<file path="src/rtl/bcmoa_pkg.sv">
// ----------------------------------------------------------------------------
// bcmoa_pkg
// Types, constants and calendar helpers for the BCD clock offset core.
// ----------------------------------------------------------------------------
package bcmoa_pkg;

	localparam int LATENCY = 7;
	localparam logic [12:0] TOTAL_BIAS = 13'd2100; // 35 hours of minutes
	localparam logic [7:0] HOUR_BIAS = 8'd35;

	typedef struct packed {
		logic [7:0] second_in;
		logic [7:0] minute_in;
		logic [7:0] hour_in;
		logic [7:0] day_in;
		logic [7:0] month_in;
		logic [7:0] year_in;
		logic signed [11:0] offset_minutes;
	} item_t;

	typedef struct packed {
		logic [7:0] second_out;
		logic [7:0] minute_out;
		logic [7:0] hour_out;
		logic [7:0] day_out;
		logic [7:0] month_out;
		logic [7:0] year_out;
		logic bad_month;
	} result_t;

	typedef struct packed {
		logic [7:0] day;
		logic [7:0] month;
		logic [7:0] year;
	} date_t;

	function automatic logic [7:0] bcd_dec(input logic [7:0] b);
		logic [7:0] hi;
		hi = {4'd0, b[7:4]};
		return 8'(b - (hi << 2) - (hi << 1));
	endfunction

	function automatic logic [7:0] bcd_enc(input logic [7:0] d);
		logic [15:0] prod;
		logic [7:0] tens;
		prod = {8'd0, d} * 16'd205;
		tens = 8'(prod >> 11);
		return 8'(d + (tens << 2) + (tens << 1));
	endfunction

	function automatic logic [7:0] days_of(input logic [7:0] month, input logic [7:0] year);
		logic [7:0] m;
		m = 8'(month - 8'd1);
		if (m > 8'd11) return 8'd31;
		case (m)
			8'd1: return (year[1:0] == 2'd0) ? 8'd29 : 8'd28;
			8'd3, 8'd5, 8'd8, 8'd10: return 8'd30;
			default: return 8'd31;
		endcase
	endfunction

	function automatic date_t next_day(input date_t c);
		date_t r;
		logic [7:0] lim;
		r = c;
		lim = days_of(c.month, c.year);
		r.day = 8'(c.day + 8'd1);
		if (r.day > lim) begin
			r.day = 8'd1;
			r.month = 8'(c.month + 8'd1);
			if (r.month == 8'd13) begin
				r.month = 8'd1;
				r.year = 8'(c.year + 8'd1);
				if (r.year == 8'd100) r.year = 8'd0;
			end
		end
		return r;
	endfunction

	function automatic date_t prev_day(input date_t c);
		date_t r;
		r = c;
		r.day = 8'(c.day - 8'd1);
		if (r.day == 8'd0) begin
			r.month = 8'(c.month - 8'd1);
			if (r.month == 8'd0) begin
				r.month = 8'd12;
				r.year = (c.year == 8'd0) ? 8'd99 : 8'(c.year - 8'd1);
			end
			r.day = days_of(r.month, r.year);
		end
		return r;
	endfunction

endpackage

</file>
<file path="src/rtl/bcd_clock_minute_offset_adjust_core.sv">
// ----------------------------------------------------------------------------
// bcd_clock_minute_offset_adjust_core
// Adds a signed minute offset to a BCD clock reading, rolling hours and date.
// ----------------------------------------------------------------------------
// A reading is taken whenever start is high; busy stays low, so a new beat can
// enter every cycle. The result appears on result with done high exactly
// seven cycles later, for one cycle, and must be captured then. The latency
// is set by the seven-stage pipeline: decode, divide-by-60 multiply, remainder
// fixup, hour roll, two day steps (an offset moves the date by at most two
// days), and BCD encode. A decoded month outside 1..12 freezes the date and
// sets bad_month; minutes and hours are still adjusted.
module bcd_clock_minute_offset_adjust_core (
	input  logic                clk,
	input  logic                arst_n,
	input  logic                start,
	output logic                busy,
	input  bcmoa_pkg::item_t    item,
	output logic                done,
	output bcmoa_pkg::result_t  result
);

	// valid bits
	logic v_s1, v_s2, v_s3, v_s4, v_s5, v_s6, done_q;

	// stage 1: decode, biased total minutes (total + 2100, always positive)
	logic [7:0]  sec_s1, hour_s1;
	bcmoa_pkg::date_t date_s1;
	logic [12:0] t_s1;
	// stage 2: quotient estimate
	logic [7:0]  sec_s2, hour_s2;
	bcmoa_pkg::date_t date_s2;
	logic [12:0] t_s2;
	logic [6:0]  q_s2;
	// stage 3: hour step count and minutes
	logic [7:0]  sec_s3, hour_s3, min_s3;
	bcmoa_pkg::date_t date_s3;
	logic signed [7:0] n_s3;
	// stage 4: final hour and day moves (-2..2)
	logic [7:0]  sec_s4, hour_s4, min_s4;
	bcmoa_pkg::date_t date_s4;
	logic signed [2:0] dd_s4;
	logic ok_s4;
	// stages 5, 6: day steps
	logic [7:0]  sec_s5, hour_s5, min_s5, sec_s6, hour_s6, min_s6;
	bcmoa_pkg::date_t date_s5, date_s6;
	logic signed [2:0] dd_s5;
	logic ok_s5, ok_s6;
	bcmoa_pkg::result_t res_q;

	logic [12:0] total_c;
	logic [22:0] prod_c;
	logic [12:0] rem_c;
	logic [6:0]  q_c;
	logic [7:0]  hour_c;
	logic signed [2:0] dd_c;
	logic [7:0]  k_c, r_c, s_c;
	logic        ok_c;
	bcmoa_pkg::date_t date5_c, date6_c;

	assign busy = 1'b0;

	// stage 1 input math
	always_comb begin
		total_c = 13'(13'($signed(item.offset_minutes))
			+ {5'd0, bcmoa_pkg::bcd_dec(item.minute_in)} + bcmoa_pkg::TOTAL_BIAS);
	end

	// stage 2: t/60 = (t/4)/15, 1/15 ~ 2185/32768, off by at most one
	always_comb begin
		prod_c = 23'({12'd0, t_s1[12:2]} * 23'd2185);
	end

	// stage 3: remainder and one-step fixup
	always_comb begin
		rem_c = 13'(t_s2 - ({6'd0, q_s2} << 6) + ({6'd0, q_s2} << 2));
		q_c = q_s2;
		if (rem_c >= 13'd60) begin
			rem_c = 13'(rem_c - 13'd60);
			q_c = 7'(q_s2 + 7'd1);
		end
	end

	// stage 4: closed-form hour roll
	always_comb begin
		hour_c = hour_s3;
		dd_c = 3'sd0;
		k_c = 8'(-n_s3);
		r_c = 8'd0;
		s_c = 8'(hour_s3 + n_s3);
		if (n_s3 >= 0) begin
			if (hour_s3 < 8'd24) begin
				if (s_c >= 8'd48) begin
					dd_c = 3'sd2;
					hour_c = 8'(s_c - 8'd48);
				end else if (s_c >= 8'd24) begin
					dd_c = 3'sd1;
					hour_c = 8'(s_c - 8'd24);
				end else begin
					hour_c = s_c;
				end
			end else begin
				hour_c = s_c; // no wrap possible in range
			end
		end else if (k_c <= hour_s3) begin
			hour_c = 8'(hour_s3 - k_c);
		end else begin
			r_c = 8'(k_c - hour_s3 - 8'd1);
			if (r_c >= 8'd24) begin
				dd_c = -3'sd2;
				hour_c = 8'(8'd47 - r_c);
			end else begin
				dd_c = -3'sd1;
				hour_c = 8'(8'd23 - r_c);
			end
		end
	end

	always_comb begin
		ok_c = (date_s3.month >= 8'd1) && (date_s3.month <= 8'd12);
		date5_c = date_s4;
		if (ok_s4 && dd_s4 > 0) date5_c = bcmoa_pkg::next_day(date_s4);
		else if (ok_s4 && dd_s4 < 0) date5_c = bcmoa_pkg::prev_day(date_s4);
		date6_c = date_s5;
		if (ok_s5 && dd_s5 == 3'sd2) date6_c = bcmoa_pkg::next_day(date_s5);
		else if (ok_s5 && dd_s5 == -3'sd2) date6_c = bcmoa_pkg::prev_day(date_s5);
	end

	always_ff @(posedge clk or negedge arst_n) begin
		if (!arst_n) begin
			v_s1 <= 1'b0; v_s2 <= 1'b0; v_s3 <= 1'b0; v_s4 <= 1'b0;
			v_s5 <= 1'b0; v_s6 <= 1'b0; done_q <= 1'b0;
		end else begin
			v_s1 <= start && !busy;
			v_s2 <= v_s1; v_s3 <= v_s2; v_s4 <= v_s3;
			v_s5 <= v_s4; v_s6 <= v_s5; done_q <= v_s6;
		end
	end

	always_ff @(posedge clk) begin
		sec_s1 <= bcmoa_pkg::bcd_dec(item.second_in);
		hour_s1 <= bcmoa_pkg::bcd_dec(item.hour_in);
		date_s1 <= '{day: bcmoa_pkg::bcd_dec(item.day_in),
			month: bcmoa_pkg::bcd_dec(item.month_in),
			year: bcmoa_pkg::bcd_dec(item.year_in)};
		t_s1 <= total_c;

		sec_s2 <= sec_s1; hour_s2 <= hour_s1; date_s2 <= date_s1; t_s2 <= t_s1;
		q_s2 <= prod_c[21:15];

		sec_s3 <= sec_s2; hour_s3 <= hour_s2; date_s3 <= date_s2;
		min_s3 <= rem_c[7:0];
		n_s3 <= 8'($signed({1'b0, q_c}) - $signed(bcmoa_pkg::HOUR_BIAS));

		sec_s4 <= sec_s3; min_s4 <= min_s3; date_s4 <= date_s3;
		hour_s4 <= hour_c; dd_s4 <= dd_c; ok_s4 <= ok_c;

		sec_s5 <= sec_s4; min_s5 <= min_s4; hour_s5 <= hour_s4;
		date_s5 <= date5_c; dd_s5 <= dd_s4; ok_s5 <= ok_s4;

		sec_s6 <= sec_s5; min_s6 <= min_s5; hour_s6 <= hour_s5;
		date_s6 <= date6_c; ok_s6 <= ok_s5;

		res_q.second_out <= bcmoa_pkg::bcd_enc(sec_s6);
		res_q.minute_out <= bcmoa_pkg::bcd_enc(min_s6);
		res_q.hour_out <= bcmoa_pkg::bcd_enc(hour_s6);
		res_q.day_out <= bcmoa_pkg::bcd_enc(date_s6.day);
		res_q.month_out <= bcmoa_pkg::bcd_enc(date_s6.month);
		res_q.year_out <= bcmoa_pkg::bcd_enc(date_s6.year);
		res_q.bad_month <= !ok_s6;
	end

	assign done = done_q;
	assign result = res_q;

endmodule

</file>
<file path="config.mk">
export PLATFORM = sky130hd
export DESIGN_NAME = bcd_clock_minute_offset_adjust_core
export DESIGN_NICKNAME = d
export VERILOG_FILES = /design/src/rtl/bcmoa_pkg.sv /design/src/rtl/bcd_clock_minute_offset_adjust_core.sv
export SDC_FILE = /design/constraint.sdc
export NUM_CORES = 1
export LEC_CHECK = 0
export BUFFER_PORTS_ARGS = -buffer_cell sky130_fd_sc_hd__buf_2
export CAP_MARGIN = 10
export CELL_PAD_IN_SITES_DETAIL_PLACEMENT = 0
export CELL_PAD_IN_SITES_GLOBAL_PLACEMENT = 2
export CORE_MARGIN = 2
export CORE_UTILIZATION = 41
export DETAILED_ROUTE_END_ITERATION = 16
export PLACE_DENSITY_LB_ADDON = 0.08
export REMOVE_ABC_BUFFERS = 1
export SETUP_SLACK_MARGIN = 0.5
export SYNTH_ARGS = -nofsm -noshare
export SYNTH_HDL_FRONTEND = slang
export SYNTH_SLANG_ARGS = --single-unit
</file>
<file path="constraint.sdc">
create_clock -name clk -period 7.16 [get_ports clk]
set_input_delay 1.432 -clock clk [delete_from_list [all_inputs] [get_ports clk]]
set_output_delay 1.432 -clock clk [all_outputs]
set_load 0.005 [all_outputs]
</file>
==> run metrics, run 1 <==
status finished clean; DRC 0; Post-synth ARST share 1.85%; Synth top area share 29.5%; critical path launch point date_s6[6]; Clock Latency Late Sink 580 ps; Port Buffers 112; top-level port count 114; final core utilization 46.4%; routed len/inst 13.9 microns; worst path arrival time 5920 ps; Worst Setup Start Kind flop; hold_ws 320 ps; commonest non-fill, non-tap cell in the layout ha_1; drt total wl 49,200 microns; Die H 252 microns; Setup Buffers After CTS 0; drt pass-1 iters 5; Hold WC Path Type flop to flop; PnR worst setup slack 1740 ps; vias per cell 4.86; Max-Cap Viols 0; Tmin final 5420 ps; antenna violations before repair 0; Clock Tree Root clkbuf_16; skew final 16.8 ps; RSZ-0062 raised after global routing false; reg-to-reg startpoint date_s6[6]; Clock Path Buffers 3; TritonCTS clock tree built; Hold Violations, Final 0; core area 0.0606 sq mm; row count 90; Inserted Clock Buffers 43; Crit Path Class flop to flop; Initial Utilization 41.6%; Setup violations, final 0; DRT iter0 DRCs 706; Crit Path Max Fanout 5; crit end category flop; largest net degree at the start of global routing 20; max-slew violations 0; Die W 252 microns; fin crit share 75.7%; number of synthesized flops with an enable pin 0; Place WS 1720 ps; sequential area share after synthesis 30.2%; number of synthesized register bits 378; Synthesis Warnings 0; NumNets Final 3,384; Synth-to-Final Area Change 11.5%; min-delay src hour_s5[3]; Area contributors post-synth dfxtp_1, ha_1, fa_1, inv_1, xnor2_1; antenna viol nets, final 0; placer congestion estimate 0.837; first-pass GRT wire length 83,500 microns; n_diodes 0; CTS resizes 0; Final HPWL DP 40,300 microns; Primary FF master, synth dfxtp_1; worst-margin pin slew 1170 ps; relative slew slack 21.5%; Total GRT Usage 15.7%; vias in the first global route 17,200; Reg clk slew, reported paths 60 ps; Avg Inst Size Synth 9.70 sq um; Hold Buf Count CTS 0; Final TNS setup 0 ps; share of cells above drive strength 1 8.48%; most frequent cells in the layout ha_1, inv_1, dfxtp_1; grt total ovfl 0; vias 17,200; largest area contributor in the netlist dfxtp_1; CP required 7660 ps; Die ar. 0.0635 sq mm; clk sinks 378; fmax 184 MHz; post-synthesis cell area 0.0252 sq mm; H-Tree Level Count 2; Cells after Synth 2,598; synth unique cells 81
final timing paths:
path | depth (start not counted) | slack [ps] | to
setup / recovery | 21 | 1740 | result[8]
hold / removal | 0 | 320 | hour_s6[3]
setup reg to reg | 21 | 1740 | result[8]
hold reg to reg | 0 | 320 | hour_s6[3]
max in group asynchronous | 1 | 6340 | done
min in group asynchronous | 1 | 670 | v_s5
layout make-up:
type | count | area [sq um]
well taps | 782 | 978
fillers | 5850 | 32500
multi-input cells | 1768 | 15900
flip-flops and latches | 378 | 7600
repair buffers | 114 | 576
clock inverters | 25 | 323
inverters | 409 | 1540
clock buffers | 55 | 1190
state kept, by name, summed over array words and instances (netlist names), 13 cells and up:
register / flops
date_s4: 24
result: 49
t_s1: 13
date_s6: 24
t_s2: 13
date_s2: 24
date_s3: 24
date_s5: 24
date_s1: 24
worst max-delay path, stage by stage (launching register included):
cell	delay [ps]
dfxtp_1	370
ha_1	320
inv_1	60
fa_1	560
fa_1	450
fa_1	540
inv_1	40
ha_1	260
nand2_1	40
o21ai_0	270
nand2_1	100
a21oi_1	270
nor3_1	90
or2_2	290
fa_1	540
inv_1	60
ha_1	290
a21o_1	180
a21oi_1	220
o21bai_1	90
a21oi_1	180
xnor2_1	130
logic make-up (layout without fill, tap and decap cells):
| group | Yosys count | after routing | share of synthesized area [%] |
|---|---|---|---|
| AND/OR/NAND/NOR | 494 | 494 | 10.1 |
| flip-flops | 378 | 378 | 30.2 |
| AO/OA/AOI/OAI | 452 | 452 | 11.4 |
| multiplexers | 9 | 9 | 0.372 |
| XOR/XNOR | 204 | 204 | 7.09 |
| buffers and inverters | 452 | 603 | 6.80 |
| other | 1 | 1 | 0.0149 |
| adder cells (fa/ha/maj) | 608 | 608 | 34.0 |
per-stage QoR:
| step | cell area (sq um) | instances |
|---|---|---|
| after global routing | 28100 | 3531 |
| after global placement | 26600 | 3451 |
| after CTS | 28100 | 3531 |
| after floorplan | 25000 | 2555 |
| after detailed placement | 26600 | 3451 |
| final | 28100 | 3531 |
cell usage after synthesis, types with 36 or more instances:
master and instances:
clkbuf_1 36, o21ai_0 81, inv_1 408, nor3_1 46, a21oi_1 158, nand2_1 107, dfxtp_1 371, xnor2_1 147
nor2_1 133, xor2_1 57, fa_1 129, ha_1 478
routing by layer:
metal | vias to the layer above | routed length [microns] | global-route usage (%)
met4 | 0 | 911 | 3.65
li1 | 9009 | - | -
met2 | 221 | 21100 | 24.8
met3 | 53 | 1580 | 2.39
met5 | - | 0 | 0
met1 | 7890 | 25700 | 22.6
Power of run 1 is left out: the tool's default activity adds up to more than one toggle a clock period on the data nets, which glitch-free logic cannot reach.
==> run 2: changes to the inputs <==
ABC_AREA = 1   (was not set)
CORE_UTILIZATION = 40   (was 41)
clock period = 5.5 ns   (was 7.16 ns; I/O delays follow)
==> run 2 against run 1 <==
Compared with the run above:
- design area up 12%
- wire length is 11% higher
- via count rose by 10%
- die area up 5.8%
- hold slack got worse by 2.2 ps
- critical path depth up 5
- count of clock-buffer cells in the layout grew 3
- register-to-register slack got worse by 1400 ps
- utilization increased by 2.4 points
- sequential cell count stayed put
==> run metrics, run 2 <==
Die H 259 microns; PnR worst setup slack 323 ps; Tmin final 5180 ps; H-Tree Level Count 2; number of synthesized register bits 378; most frequent cells in the layout inv_1, ha_1, nand2_1; worst-margin pin slew 697 ps; n_diodes 0; Reg clk slew, reported paths 70 ps; Die W 259 microns; Hold Buf Count CTS 0; Synthesis Warnings 0; Setup violations, final 0; share of cells above drive strength 1 17.8%; clk sinks 378; row count 93; Hold WC Path Type flop to flop; max FFs per register 49; sequential area share after synthesis 29.2%; antenna viol nets, final 0; Worst Setup Start Kind flop; vias 18,900; TritonCTS clock tree built; Inserted Clock Buffers 44; CP required 5960 ps; top-level port count 114; vias in the first global route 19,600; Initial Utilization 40.4%; vias per cell 4.61; fin crit share 94.1%; Synth top area share 28.5%; RSZ-0062 raised after global routing true; Max-Cap Viols 0; skew final 14.4 ps; Final HPWL DP 43,400 microns; Total GRT Usage 16.6%; core area 0.0643 sq mm; commonest non-fill, non-tap cell in the layout inv_1; Area contributors post-synth dfxtp_1, ha_1, fa_1, inv_1, nand2_1; Clock Tree Root clkbuf_16; WL met3 1460 microns; drt pass-1 iters 5; Port Buffers 112; Crit Path Max Fanout 3; first-pass GRT wire length 92,900 microns; Clock Latency Late Sink 580 ps; register area 0.00769 sq mm; status finished clean; DRT iter0 DRCs 693; crit end category flop; Die ar. 0.0671 sq mm; leading cell types by count after synthesis inv_1, ha_1, nand2_1, dfxtp_1, xor2_1; Clock Path Buffers 3; placer congestion estimate 0.831; routed len/inst 13.4 microns; WL met1 25,800 microns; Post-synth ARST share 1.85%; Hold Violations, Final 0; met2 WL post-DR 26,500 microns; Avg Inst Size Synth 8.73 sq um; post-synthesis cell area 0.0260 sq mm; worst path arrival time 5630 ps; drt total wl 54,800 microns; antenna violations before repair 0; final-layout fill cell count 6,090; number of synthesized flops with an enable pin 0; relative slew slack 53.4%; DRC 0; NumNets Final 3,878; fmax 193 MHz; Primary FF master, synth dfxtp_1; synth unique cells 56; most frequent cell after synthesis inv_1; max-slew violations 0; Cells after Synth 2,979; largest area contributor in the netlist dfxtp_1; Place WS -171 ps; area of the multi-input gates 0.0173 sq mm; Crit Path Class flop to flop; largest net degree at the start of global routing 30; grt total ovfl 0; Synth-to-Final Area Change 20.6%; max layer used met4
run 2: cell count changes in the layout (fill, tap and decap cells not counted), sizes merged, moves of 18 or more:
cell,delta
inv,+187
xnor2,-89
nor2,+24
nand2b,-21
o21a,-18
nand2,+288
a21o,-20
nand3,+100
nand4,+23
buf,+102
xor2,+95
and3,-26
nor3,-22
o21ai,+57
run 2: kinds of logic (layout without fill, tap and decap cells):
family	after synthesis	after routing	synth area share, %
adder cells (fa/ha/maj)	607	607	32.9
buffers and inverters	635	900	9.36
AO/OA/AOI/OAI	377	377	8.11
flip-flops	378	378	29.2
XOR/XNOR	210	210	7.13
other	1	1	0.0144
AND/OR/NAND/NOR	770	770	13.2
multiplexers	1	1	0.0385
run 2: worst paths after layout:
check | from | depth (start not counted) | to | slack [ps]
worst max-delay path | date_s6[13] | 26 | result[14] | 320
min in group asynchronous | arst_n | 1 | v_s1 | 340
worst min-delay path | date_s2[2] | 0 | date_s3[2] | 320
max in group asynchronous | arst_n | 1 | done | 5010
worst min register to register | date_s2[2] | 0 | date_s3[2] | 320
worst max register to register | date_s6[13] | 26 | result[14] | 320
run 2: worst max-delay path, stage by stage, from the launching register on:
cell and delay [ps]:
dfxtp_4 360, ha_4 270, inv_2 40, fa_1 560, fa_1 430, fa_1 510, inv_2 50, ha_4 210
a21oi_2 130, o21ai_2 70, o21bai_4 170, a21o_1 170, a21o_1 180, nand2_1 80, nand2_2 70, xor2_2 150
inv_1 80, fa_1 500, inv_2 50, ha_4 280, nand2_2 60, nor2_2 90, a211oi_2 60, buf_4 140
buf_4 120, buf_4 120, xor2_1 130
run 2: area by class of cell:
type	instances	share of cell area, %
multi-input cells	1966	55.2
flip-flops and latches	378	24.5
inverters	602	7.21
repair buffers	216	4.54
clock buffers	58	3.97
well taps	855	3.41
clock inverters	24	1.16
run 2: what timing repair did:
item / CTS / global route
setup buffers: 36 / 32
endpoints found under the setup margin: 24 / 27
pin swaps: 109 / 95
gates resized for setup: 163 / 126
run 2: layer usage:
metal  up-vias  GRT usage [%]
met5         -              0
met4         0           4.09
met3        74           2.36
met2       191           29.4
met1      8639           21.1
li1       9997              -
run 2: stage by stage:
step	hold slack (ps)	util, %	std cells	setup TNS (ps)	instance area (sq um)
final	318	48.7	4099	0	31400
after global routing	309	48.7	4099	0	31400
after CTS	301	47.5	4067	0	30600
after detailed placement	312	43.1	3949	-430	27700
after global placement	310	43.1	3949	-47.0	27700
after floorplan	310	-	2946	0	25800
Power of run 2 is left out for the same reason.
